<file path="src/rtl/core/sorted_array_priority_queue_macros.svh">
// ----------------------------------------------------------------------------
// sorted_array_priority_queue_macros
// Assertion macros for the priority queue; empty when synthesizing.
// ----------------------------------------------------------------------------
`ifndef SORTED_ARRAY_PRIORITY_QUEUE_MACROS_SVH
`define SORTED_ARRAY_PRIORITY_QUEUE_MACROS_SVH

`ifndef SYNTHESIS

// expression holds at every clock edge outside reset
`define SPAQ_ASSERT_ALWAYS(label, expr, msg) \
   label: assert property (@(posedge clock) disable iff (reset) (expr)) \
      else $error(msg);

// consequent holds in the cycle after the antecedent
`define SPAQ_ASSERT_NEXT(label, ante, cons, msg) \
   label: assert property (@(posedge clock) disable iff (reset) (ante) |=> (cons)) \
      else $error(msg);

`else

`define SPAQ_ASSERT_ALWAYS(label, expr, msg)
`define SPAQ_ASSERT_NEXT(label, ante, cons, msg)

`endif

`endif

</file>
<file path="src/rtl/core/spaq_pkg.sv">
// ----------------------------------------------------------------------------
// spaq_pkg
// Types and constants shared by the sorted-array priority queue.
// ----------------------------------------------------------------------------
package spaq_pkg;

   localparam int DATA_W     = 32;
   localparam int FIELD_PRIO = 8;
   localparam int STATUS_W   = 2;
   localparam int COUNT_W    = 5;
   localparam int CAP_W      = 5;
   localparam int CSR_DATA_W = 32;
   localparam int CSR_ADDR_W = 3;

   localparam logic [CAP_W-1:0] CAPACITY_RESET = 5'd16;

   // register index taken from the word address bit
   localparam logic REG_CAPACITY = 1'b0;

   localparam logic OP_INSERT = 1'b0;
   localparam logic OP_DELETE = 1'b1;

   localparam logic [STATUS_W-1:0] ST_OK    = 2'd0;
   localparam logic [STATUS_W-1:0] ST_FULL  = 2'd1;
   localparam logic [STATUS_W-1:0] ST_EMPTY = 2'd2;

   typedef struct packed {
      logic                  req_type;
      logic signed [DATA_W-1:0] item_data;
      logic [FIELD_PRIO-1:0] item_priority;
   } req_payload_type;

   typedef struct packed {
      logic [STATUS_W-1:0]      status;
      logic signed [DATA_W-1:0] popped_data;
      logic [FIELD_PRIO-1:0]    popped_priority;
      logic [COUNT_W-1:0]       entry_count;
   } rsp_payload_type;

   // operation broadcast to every cell of the chain
   typedef struct packed {
      logic ins;
      logic del;
   } cell_ctrl_type;

endpackage

</file>
<file path="src/rtl/core/spaq_cell.sv">
// ----------------------------------------------------------------------------
// spaq_cell
// One slot of the sorted chain: keeps its entry, takes the new entry, or
// takes its neighbor's entry so the chain stays sorted.
// ----------------------------------------------------------------------------
module spaq_cell
   import spaq_pkg::*;
#(
   parameter int PRIO_BITS = 8,
   parameter int CNT_BITS  = 5,
   parameter int INDEX     = 0
) (
   input  logic                 clock,
   input  cell_ctrl_type        ctrl,
   input  logic [CNT_BITS-1:0]  count,
   input  logic [DATA_W-1:0]    new_data,
   input  logic [PRIO_BITS-1:0] new_prio,
   input  logic [DATA_W-1:0]    prev_data,
   input  logic [PRIO_BITS-1:0] prev_prio,
   input  logic                 prev_stay,
   input  logic [DATA_W-1:0]    next_data,
   input  logic [PRIO_BITS-1:0] next_prio,
   output logic [DATA_W-1:0]    data,
   output logic [PRIO_BITS-1:0] prio,
   output logic                 stay
);

   logic [DATA_W-1:0]    data_ff, data_in;
   logic [PRIO_BITS-1:0] prio_ff, prio_in;
   logic                 occupied;

   assign occupied = count > CNT_BITS'(INDEX);
   // equal priority stays ahead of the new entry
   assign stay     = occupied && (prio_ff >= new_prio);
   assign data     = data_ff;
   assign prio     = prio_ff;

   always_comb begin
      data_in = data_ff;
      prio_in = prio_ff;
      if (ctrl.ins) begin
         if (!stay) begin
            if (prev_stay) begin
               data_in = new_data;
               prio_in = new_prio;
            end else begin
               data_in = prev_data;
               prio_in = prev_prio;
            end
         end
      end else if (ctrl.del) begin
         data_in = next_data;
         prio_in = next_prio;
      end
   end

   always_ff @(posedge clock) begin
      data_ff <= data_in;
      prio_ff <= prio_in;
   end

endmodule

</file>
<file path="src/rtl/core/spaq_csr.sv">
// ----------------------------------------------------------------------------
// spaq_csr
// Register port: holds the capacity limit and answers reads.
// ----------------------------------------------------------------------------
module spaq_csr
   import spaq_pkg::*;
(
   input  logic                  clock,
   input  logic                  reset,
   input  logic                  csr_psel,
   input  logic                  csr_penable,
   input  logic                  csr_pwrite,
   input  logic [CSR_ADDR_W-1:0] csr_paddr,
   input  logic [CSR_DATA_W-1:0] csr_pwdata,
   output logic [CSR_DATA_W-1:0] csr_prdata,
   output logic                  csr_pready,
   output logic [CAP_W-1:0]      capacity
);

   logic [CAP_W-1:0] capacity_ff, capacity_in;
   logic             wr_en;
   logic             reg_index;

   assign reg_index  = csr_paddr[2];
   assign csr_pready = 1'b1;
   assign wr_en      = csr_psel && csr_penable && csr_pwrite && csr_pready;
   assign capacity   = capacity_ff;

   always_comb begin
      capacity_in = capacity_ff;
      if (wr_en) begin
         unique case (reg_index)
            REG_CAPACITY: capacity_in = csr_pwdata[CAP_W-1:0];
            default:      capacity_in = capacity_ff;
         endcase
      end
   end

   always_comb begin
      unique case (reg_index)
         REG_CAPACITY: csr_prdata = CSR_DATA_W'(capacity_ff);
         default:      csr_prdata = '0;
      endcase
   end

   always_ff @(posedge clock) begin
      if (reset) begin
         capacity_ff <= CAPACITY_RESET;
      end else begin
         capacity_ff <= capacity_in;
      end
   end

endmodule

</file>
<file path="src/rtl/core/sorted_array_priority_queue.sv">
// ----------------------------------------------------------------------------
// sorted_array_priority_queue
// Latency: a result is valid the cycle after its request transfer.
// Throughput: one insert or delete per cycle unless stalled; cells shift,
// load or hold that cycle; the single result register refills as it drains.
// Reset: count, result valid and capacity (to 16) clear at once; stored
// entries are not cleared, only entries below the count are ever read.
// ----------------------------------------------------------------------------
`include "sorted_array_priority_queue_macros.svh"

module sorted_array_priority_queue
   import spaq_pkg::*;
#(
   parameter int DEPTH         = 16,
   parameter int PRIORITY_BITS = 8
) (
   input  logic                  clock,
   input  logic                  reset,
   input  logic                  req_valid,
   output logic                  req_stall,
   input  req_payload_type       req_payload,
   output logic                  rsp_valid,
   input  logic                  rsp_stall,
   output rsp_payload_type       rsp_payload,
   input  logic                  csr_psel,
   input  logic                  csr_penable,
   input  logic                  csr_pwrite,
   input  logic [CSR_ADDR_W-1:0] csr_paddr,
   input  logic [CSR_DATA_W-1:0] csr_pwdata,
   output logic [CSR_DATA_W-1:0] csr_prdata,
   output logic                  csr_pready
);

   localparam int CW = $clog2(DEPTH + 1);
   localparam int LW = (CW > CAP_W) ? CW : CAP_W;

   logic [CAP_W-1:0]         capacity;
   logic [CW-1:0]            count_ff, count_in;
   logic                     rsp_valid_ff, rsp_valid_in;
   rsp_payload_type          rsp_payload_ff, rsp_payload_in;
   logic                     req_xfer;
   logic                     full;
   logic                     do_ins, do_del;
   cell_ctrl_type            ctrl;
   logic [PRIORITY_BITS-1:0] new_prio;
   logic                     front_ok;

   logic [DATA_W-1:0]        cell_data [DEPTH];
   logic [PRIORITY_BITS-1:0] cell_prio [DEPTH];
   logic                     cell_stay [DEPTH];

   spaq_csr u_csr (
      .clock       (clock),
      .reset       (reset),
      .csr_psel    (csr_psel),
      .csr_penable (csr_penable),
      .csr_pwrite  (csr_pwrite),
      .csr_paddr   (csr_paddr),
      .csr_pwdata  (csr_pwdata),
      .csr_prdata  (csr_prdata),
      .csr_pready  (csr_pready),
      .capacity    (capacity)
   );

   assign req_stall = rsp_valid_ff && rsp_stall;
   assign req_xfer  = req_valid && !req_stall;
   assign new_prio  = PRIORITY_BITS'(req_payload.item_priority);

   // limit is the smaller of capacity and depth
   assign full   = (LW'(count_ff) >= LW'(capacity)) || (count_ff == CW'(DEPTH));
   assign do_ins = req_xfer && (req_payload.req_type == OP_INSERT) && !full;
   assign do_del = req_xfer && (req_payload.req_type == OP_DELETE) && (count_ff != '0);

   assign ctrl.ins = do_ins;
   assign ctrl.del = do_del;

   for (genvar i = 0; i < DEPTH; i++) begin : g_cell
      logic [DATA_W-1:0]        prev_data, next_data;
      logic [PRIORITY_BITS-1:0] prev_prio, next_prio;
      logic                     prev_stay;

      if (i == 0) begin : g_head
         assign prev_data = req_payload.item_data;
         assign prev_prio = new_prio;
         assign prev_stay = 1'b1;
      end else begin : g_body
         assign prev_data = cell_data[i-1];
         assign prev_prio = cell_prio[i-1];
         assign prev_stay = cell_stay[i-1];
      end

      if (i == DEPTH - 1) begin : g_tail
         assign next_data = cell_data[i];
         assign next_prio = cell_prio[i];
      end else begin : g_inner
         assign next_data = cell_data[i+1];
         assign next_prio = cell_prio[i+1];
      end

      spaq_cell #(
         .PRIO_BITS (PRIORITY_BITS),
         .CNT_BITS  (CW),
         .INDEX     (i)
      ) u_cell (
         .clock     (clock),
         .ctrl      (ctrl),
         .count     (count_ff),
         .new_data  (req_payload.item_data),
         .new_prio  (new_prio),
         .prev_data (prev_data),
         .prev_prio (prev_prio),
         .prev_stay (prev_stay),
         .next_data (next_data),
         .next_prio (next_prio),
         .data      (cell_data[i]),
         .prio      (cell_prio[i]),
         .stay      (cell_stay[i])
      );
   end

   always_comb begin
      count_in = count_ff;
      if (do_ins) begin
         count_in = count_ff + CW'(1);
      end else if (do_del) begin
         count_in = count_ff - CW'(1);
      end
   end

   always_comb begin
      rsp_payload_in                 = rsp_payload_ff;
      rsp_valid_in                   = rsp_valid_ff && rsp_stall;
      if (req_xfer) begin
         rsp_valid_in                    = 1'b1;
         rsp_payload_in.status           = ST_OK;
         rsp_payload_in.popped_data      = '0;
         rsp_payload_in.popped_priority  = '0;
         rsp_payload_in.entry_count      = COUNT_W'(count_in);
         if (req_payload.req_type == OP_INSERT) begin
            if (full) begin
               rsp_payload_in.status = ST_FULL;
            end
         end else if (count_ff == '0) begin
            rsp_payload_in.status = ST_EMPTY;
         end else begin
            rsp_payload_in.popped_data     = cell_data[0];
            rsp_payload_in.popped_priority = FIELD_PRIO'(cell_prio[0]);
         end
      end
   end

   always_ff @(posedge clock) begin
      if (reset) begin
         count_ff     <= '0;
         rsp_valid_ff <= 1'b0;
      end else begin
         count_ff     <= count_in;
         rsp_valid_ff <= rsp_valid_in;
      end
   end

   always_ff @(posedge clock) begin
      rsp_payload_ff <= rsp_payload_in;
   end

   assign rsp_valid   = rsp_valid_ff;
   assign rsp_payload = rsp_payload_ff;

   assign front_ok = (count_ff < CW'(2)) || (cell_prio[0] >= cell_prio[1]);

   `SPAQ_ASSERT_ALWAYS(a_count_bound, count_ff <= CW'(DEPTH), "count above depth")
   `SPAQ_ASSERT_NEXT(a_ins_count, do_ins, count_ff == $past(count_ff) + CW'(1), "insert lost")
   `SPAQ_ASSERT_ALWAYS(a_front_sorted, front_ok, "front out of order")

endmodule

</file>
<file path="config.mk">
export PLATFORM = sky130hd
export DESIGN_NAME = sorted_array_priority_queue
export DESIGN_NICKNAME = d
export VERILOG_FILES = /design/src/rtl/core/spaq_pkg.sv /design/src/rtl/core/spaq_cell.sv /design/src/rtl/core/spaq_csr.sv /design/src/rtl/core/sorted_array_priority_queue.sv
export VERILOG_INCLUDE_DIRS = /design/src /design/src/rtl/core
export SDC_FILE = /design/constraint.sdc
export NUM_CORES = 2
export LEC_CHECK = 0
export BUFFER_PORTS_ARGS = -buffer_cell sky130_fd_sc_hd__buf_4
export CAP_MARGIN = 10
export CORE_ASPECT_RATIO = 0.9
export CORE_MARGIN = 2
export CORE_UTILIZATION = 30
export CTS_BUF_LIST = sky130_fd_sc_hd__clkbuf_4 sky130_fd_sc_hd__clkbuf_8
export DETAILED_ROUTE_END_ITERATION = 16
export PLACE_DENSITY = 0.48
export SLEW_MARGIN = 30
export SYNTH_ARGS = -nofsm -noshare
export SYNTH_HDL_FRONTEND = slang
export SYNTH_HIERARCHICAL = 1
export SYNTH_SLANG_ARGS = --single-unit
</file>
<file path="constraint.sdc">
create_clock -name clock -period 20.6 [get_ports clock]
set_clock_uncertainty 0.1 [all_clocks]
set_input_delay 2.06 -clock clock [delete_from_list [all_inputs] [get_ports clock]]
set_output_delay 2.06 -clock clock [all_outputs]
set_load 0.05 [all_outputs]
</file>
-- After elaboration in Yosys (flattened, before gate mapping)
Index checks and enable logic that the tools add are counted.
- output and inout port bits: 82
- flip-flop bits (word level): 698
- input bits: 83
- word-level logic and storage cells: 268
- equal/unequal tests: 16
- bitwise gates (word level): 3
- add/subtract/negate cells: 2
- order comparisons: 33
- multiplexer cells: 127
- reduce and logical (&&, ||, !) cells: 48
- operator list (operator ; number):
    32-bit 2-to-1 mux ; 60
    8-bit 2-to-1 mux ; 60
    8-bit >= comparator ; 16
    5-bit by 4-bit greater-than comparator with 1-bit output (second input constant) ; 8
    2-bit AND reduction ; 17
    2-bit != test (second input constant) ; 15
    1-bit logical AND ; 24
    5-bit by 3-bit greater-than comparator with 1-bit output (second input constant) ; 4
    5-bit 2-to-1 mux ; 3
    5-bit by 1-bit greater-than comparator with 1-bit output (second input constant) ; 2
    5-bit by 2-bit greater-than comparator with 1-bit output (second input constant) ; 2
    5-bit by 1-bit adder with 5-bit output (second input constant) ; 1
    5-bit equality test (second input constant) ; 1
    5-bit >= comparator ; 1
    5-bit zero test ; 1
    5-bit nonzero test ; 1
    5-bit by 1-bit subtractor with 5-bit output (second input constant) ; 1
    2-bit 2-to-1 mux ; 2
    1-bit NOT ; 3
    1-bit zero test ; 2
    1-bit 2-to-1 mux ; 2
    2-bit nonzero test ; 1
    2-bit OR reduction ; 1
    1-bit logical OR ; 1

-- Depth between registers and ports, before layout
- depth in word-level cells: 7
- gate-level depth with buffers: 10
- depth with buffers taken out: 8

-- Hierarchy
Netlist, hierarchy kept.
- modules (own cells, without submodules) (module ; cells an instance ; area an instance (um^2) ; times used ; sequential area each (um^2)):
    spaq_cell at g_cell[13].u_cell ... ; 202 ; 2265.9 ; 2 ; 1201.2
    spaq_cell at g_cell[10].u_cell ... ; 205 ; 2238.4 ; 2 ; 1201.2
    spaq_cell at g_cell[14].u_cell ... ; 204 ; 2234.6 ; 2 ; 1201.2
    sorted_array_priority_queue ; 162 ; 2289.7 ; 1 ; 1531.5
    spaq_cell at g_cell[4].u_cell ; 209 ; 2284.7 ; 1 ; 1201.2
    spaq_cell at g_cell[11].u_cell ; 202 ; 2264.7 ; 1 ; 1201.2
    spaq_cell at g_cell[9].u_cell ; 205 ; 2262.2 ; 1 ; 1201.2
    spaq_cell at g_cell[8].u_cell ; 207 ; 2252.2 ; 1 ; 1201.2
    spaq_cell at g_cell[7].u_cell ; 204 ; 2250.9 ; 1 ; 1201.2
    spaq_cell at g_cell[15].u_cell ; 202 ; 2243.4 ; 1 ; 1201.2
    spaq_cell at g_cell[0].u_cell ; 205 ; 2242.2 ; 1 ; 1201.2
    spaq_cell at g_cell[5].u_cell ; 202 ; 2242.2 ; 1 ; 1201.2
    spaq_cell at g_cell[2].u_cell ; 204 ; 2240.9 ; 1 ; 1201.2
    spaq_cell at g_cell[3].u_cell ; 202 ; 2239.6 ; 1 ; 1201.2
    spaq_csr ; 58 ; 494.2 ; 1 ; 100.1

-- Worst setup path after synthesis
OpenSTA, ideal clock, no wires.
- path type: input-to-reg
- start: input req_valid
- end: register g_cell[15].u_cell.data_ff[0] (enable)
- arrival: 9.259 ns
- setup slack: 10.779 ns
- library setup time: 0.462 ns
- cell stages on the path: 6
- buffers on the path: 1
- cell sequence: a21boi_0 nand2_1 a211oi_4 buf_2 nor2_1 a31oi_1
- word-level cells in the longest chain between the ends: 4
- ends and longest elaborated chain (what ; RTL line ; text):
    from (decl) ; sorted_array_priority_queue.sv:19 ; input logic req_valid,
    1-bit logical AND ; sorted_array_priority_queue.sv:66 ; assign req_xfer = req_valid && !req_stall;
    1-bit logical AND (2 in series) ; sorted_array_priority_queue.sv:71 ; assign do_ins = req_xfer && (req_payload.req_type == OP_INSERT) && !full;
    via do_ins ; sorted_array_priority_queue.sv:43 ; logic do_ins, do_del;
    2-bit AND reduction (no line) ; -- ;
    to (signal assigned) ; spaq_cell.sv:58 ; data_ff <= data_in;
    to (decl) ; spaq_cell.sv:28 ; logic [DATA_W-1:0] data_ff, data_in;
The timed path passes the listed nets, and every way through them passes these cells.
A chain may end at the register's enable or synchronous reset.

-- Worst setup path after layout
- start: input req_valid
- end: register g_cell[11].u_cell.data_ff[12], data pin
- word-level cells in the longest chain between the ends: 4
- ends and longest elaborated chain (what ; RTL line ; text):
    1-bit logical AND ; sorted_array_priority_queue.sv:66 ;
    1-bit logical AND (2 in series) ; sorted_array_priority_queue.sv:71 ;
    via do_ins ; sorted_array_priority_queue.sv:43 ;
    32-bit 2-to-1 mux ; spaq_cell.sv:41 ; if (ctrl.ins) begin
    via g_cell[11].u_cell.data_in[12] ; spaq_cell.sv:28 ;
    to (signal assigned) ; spaq_cell.sv:58 ;
    to (decl) ; spaq_cell.sv:28 ;
The timed path passes the listed nets, and every way through them passes these cells.

==> run_results.csv <==
group,metric,value,unit
outcome,outcome,"finished, final reports clean",
placement,hpwlAfterDp,59900,um
global_route,grt-ovfl-total,0,
setup_path,cp_top_family,"buffers and inverters",
timing,rsz0062_at_grt,"no",
global_route,grt_pass1_vias,25060,
clock_tree,clk_pin_slew,0.06,ns
min_path,min_path_type,"flop to flop",
timing,period_share,30.52,%
final_layout,multi_input_area,0.01647,mm^2
floorplan,fp.dieH,345.1,um
timing,setup_violations,0,
global_route,grt_max_degree,260,
synthesis,synthesis.instances,3483,
setup_path,rrSetupSlack,14.71,ns
timing,hold_viol,0,
clock_tree,cts_inserted_buffers,135,
pwr,power,4.180,mW
final_layout,finalNetCount,3748,
floorplan,initial_core_util,30.13,%
timing,slew_headroom,29.41,%
setup_path,path_cells,"buf_4, a21boi_4, buf_4, nand2_1, a211oi_4, buf_6, buf_12, buf_6, buf_6, buf_6, a21oi_1",
final_layout,utilization,34.03,%
pwr,switching_share,30.52,%
setup_path,critPathMaxFanout,134,
floorplan,die-area,0.1322,mm^2
pwr,intPower,2.905,mW
clock_tree,clock-sinks,698,
clock_tree,cts_setup_buffers,0,
route,drt_iter0_markers,1543,
timing,worst_slack,14.31,ns
pwr,p_comb_share,19.7,%
clock_tree,postCtsHoldBufs,0,
timing,post-route-min-period,6.287,ns
floorplan,core_area,0.1287,mm^2
setup_path,worstSetupStartpointType,"primary input",
timing,fmax,0.1591,GHz
final_layout,drive_gt1_share,11.68,%
placement,gp_congestion,0.7319,
route,drc,0,
pwr,clkPwrFrac,32.2,%
synthesis,syn_area_per_cell,11.13,um^2
route,first_pass_iters,5,
route,wire_per_inst,18.24,um
synthesis,syn_area,0.03878,mm^2
setup_path,crit_buf_inv,7,
placement,preCtsSetupSlack,12.47,ns
timing,setup-tns-final,0,ns
global_route,grt_pass1_wl,151400,um
setup_path,path_class,"primary input to flop",
flow_run,drv_cap,0,
route,ant_nets,0,
global_route,antenna_found_initial,7,
clock_tree,cts_tree,"yes",
final_layout,register_area,0.02085,mm^2
pwr,power_density,95.44,mW/mm^2
timing,maxSlewViolCount,0,
floorplan,fp-row-count,125,
clock_tree,root_buffer,"clkbuf_8",
clock_tree,clkLatencyLatePin,0.80,ns
route,vias,25440,
final_layout,fillers,12990,
floorplan,ios,165,
final_layout,syn_to_final_growth,12.94,%
clock_tree,max-clock-path-buffers,3,
setup_path,cp_data_arrival_time,6.68,ns
route,finalWirelength,97550,um
floorplan,die_x,383.0,um
pwr,p_leak,15.28,nW
timing,tightestPinTransition,1.059,ns
pwr,ir_drop,55.97,uV
setup_path,critPathMaxStageDelay,0.70,ns
setup_path,critPathSlowestCell,"buf_6",
setup_path,cp-end-kind,"flop",
clock_tree,postCtsResizedCells,0,
setup_path,cpMostUsedCell,"buf_6",
synthesis,yosysWarningCount,6,
route,routed_via_density,4.758,
placement,port_buffers,107,
pwr,p_switching,1.276,mW
global_route,grt.total_usage,14.51,%
clock_tree,htree_levels,4,
pwr,pwr-share-seq,48.0,%
setup_path,required,20.99,ns
[cell usage in the layout, fill, tap and decap left out, types with 15 or more instances in the layout]
cell type	count
ha_1	135
nor2_1	657
a21oi_4	15
buf_4	133
clkbuf_8	144
clkinv_1	26
a21oi_1	656
edfxtp_1	687
mux2i_1	647
clkbuf_4	52
and2_1	42
nand2b_1	15
conb_1	29
a21o_1	17
inv_1	156
[sequential cells by signal, summed over array words and instances (netlist names)]
name / flops
g_cell.u_cell/data: 512
count_ff: 5
u_csr/capacity: 5
rsp_valid: 1
rsp_payload: 47
g_cell.u_cell/prio: 128
[path summary, 6_finish.rpt]
kind / startpoint / endpoint / cells after the start
worst max-delay path: req_valid / g_cell[11].u_cell/data[12] / 11
worst min-delay path: u_csr/capacity[2] / u_csr/capacity[2] / 2
worst max register to register: count_ff[0] / g_cell[11].u_cell/data[12] / 11
worst min register to register: u_csr/capacity[2] / u_csr/capacity[2] / 2
[power groups by stage]
stage,Sequential [mW],Clock (mW),Combinational (mW)
final,2.01,1.35,0.825
after global placement,2.03,0,0.818
after global routing,2.04,1.47,0.927
after detailed placement,2.03,0,0.835
after CTS,2.01,1.41,0.833
after floorplan,2.02,0,0.557
[worst reg2reg max path, cell delays in order (launching register included)]
cell and delay, ns:
dfxtp_1 0.85, inv_1 0.19, ha_1 0.28, nor3b_2 0.22
a221o_1 0.36, a211oi_4 0.18, buf_6 0.56, buf_12 0.53
buf_6 0.67, buf_6 0.72, buf_6 0.71, a21oi_1 0.25
[metrics by stage]
| step | hold slack, ns | instances | area (um^2) |
|---|---|---|---|
| 4_1_cts | 0.3939 | 5341 | 43720 |
| 3_5_place_dp | 0.3857 | 5105 | 41150 |
| 3_3_place_gp | 0.3780 | 5105 | 41140 |
| 6_report | 0.3921 | 5347 | 43800 |
| 2_1_floorplan | 0.3578 | 3509 | 38880 |
| 5_1_grt | 0.4269 | 5346 | 43790 |
[metal layers]
metal / wire length (um) / track usage [%] / up-vias
li1: - / - / 12820
met1: 49020 / 20.88 / 12070
met2: 42720 / 22.02 / 431
met3: 4268 / 3.053 / 111
met4: 1512 / 3.760 / 6
met5: 35 / 0 / -
[area by class of cell]
type / instances / share of cell area, %
Inverter: 156 / 1.337
Sequential cell: 698 / 47.61
Tap cell: 1714 / 4.897
Antenna cell: 4 / 0.02285
Multi-Input combinational cell: 2395 / 37.61
Clock buffer: 196 / 5.417
Clock inverter: 40 / 0.4428
Timing Repair Buffer: 144 / 2.671
Note: power is estimated with default switching activity, not from simulation.
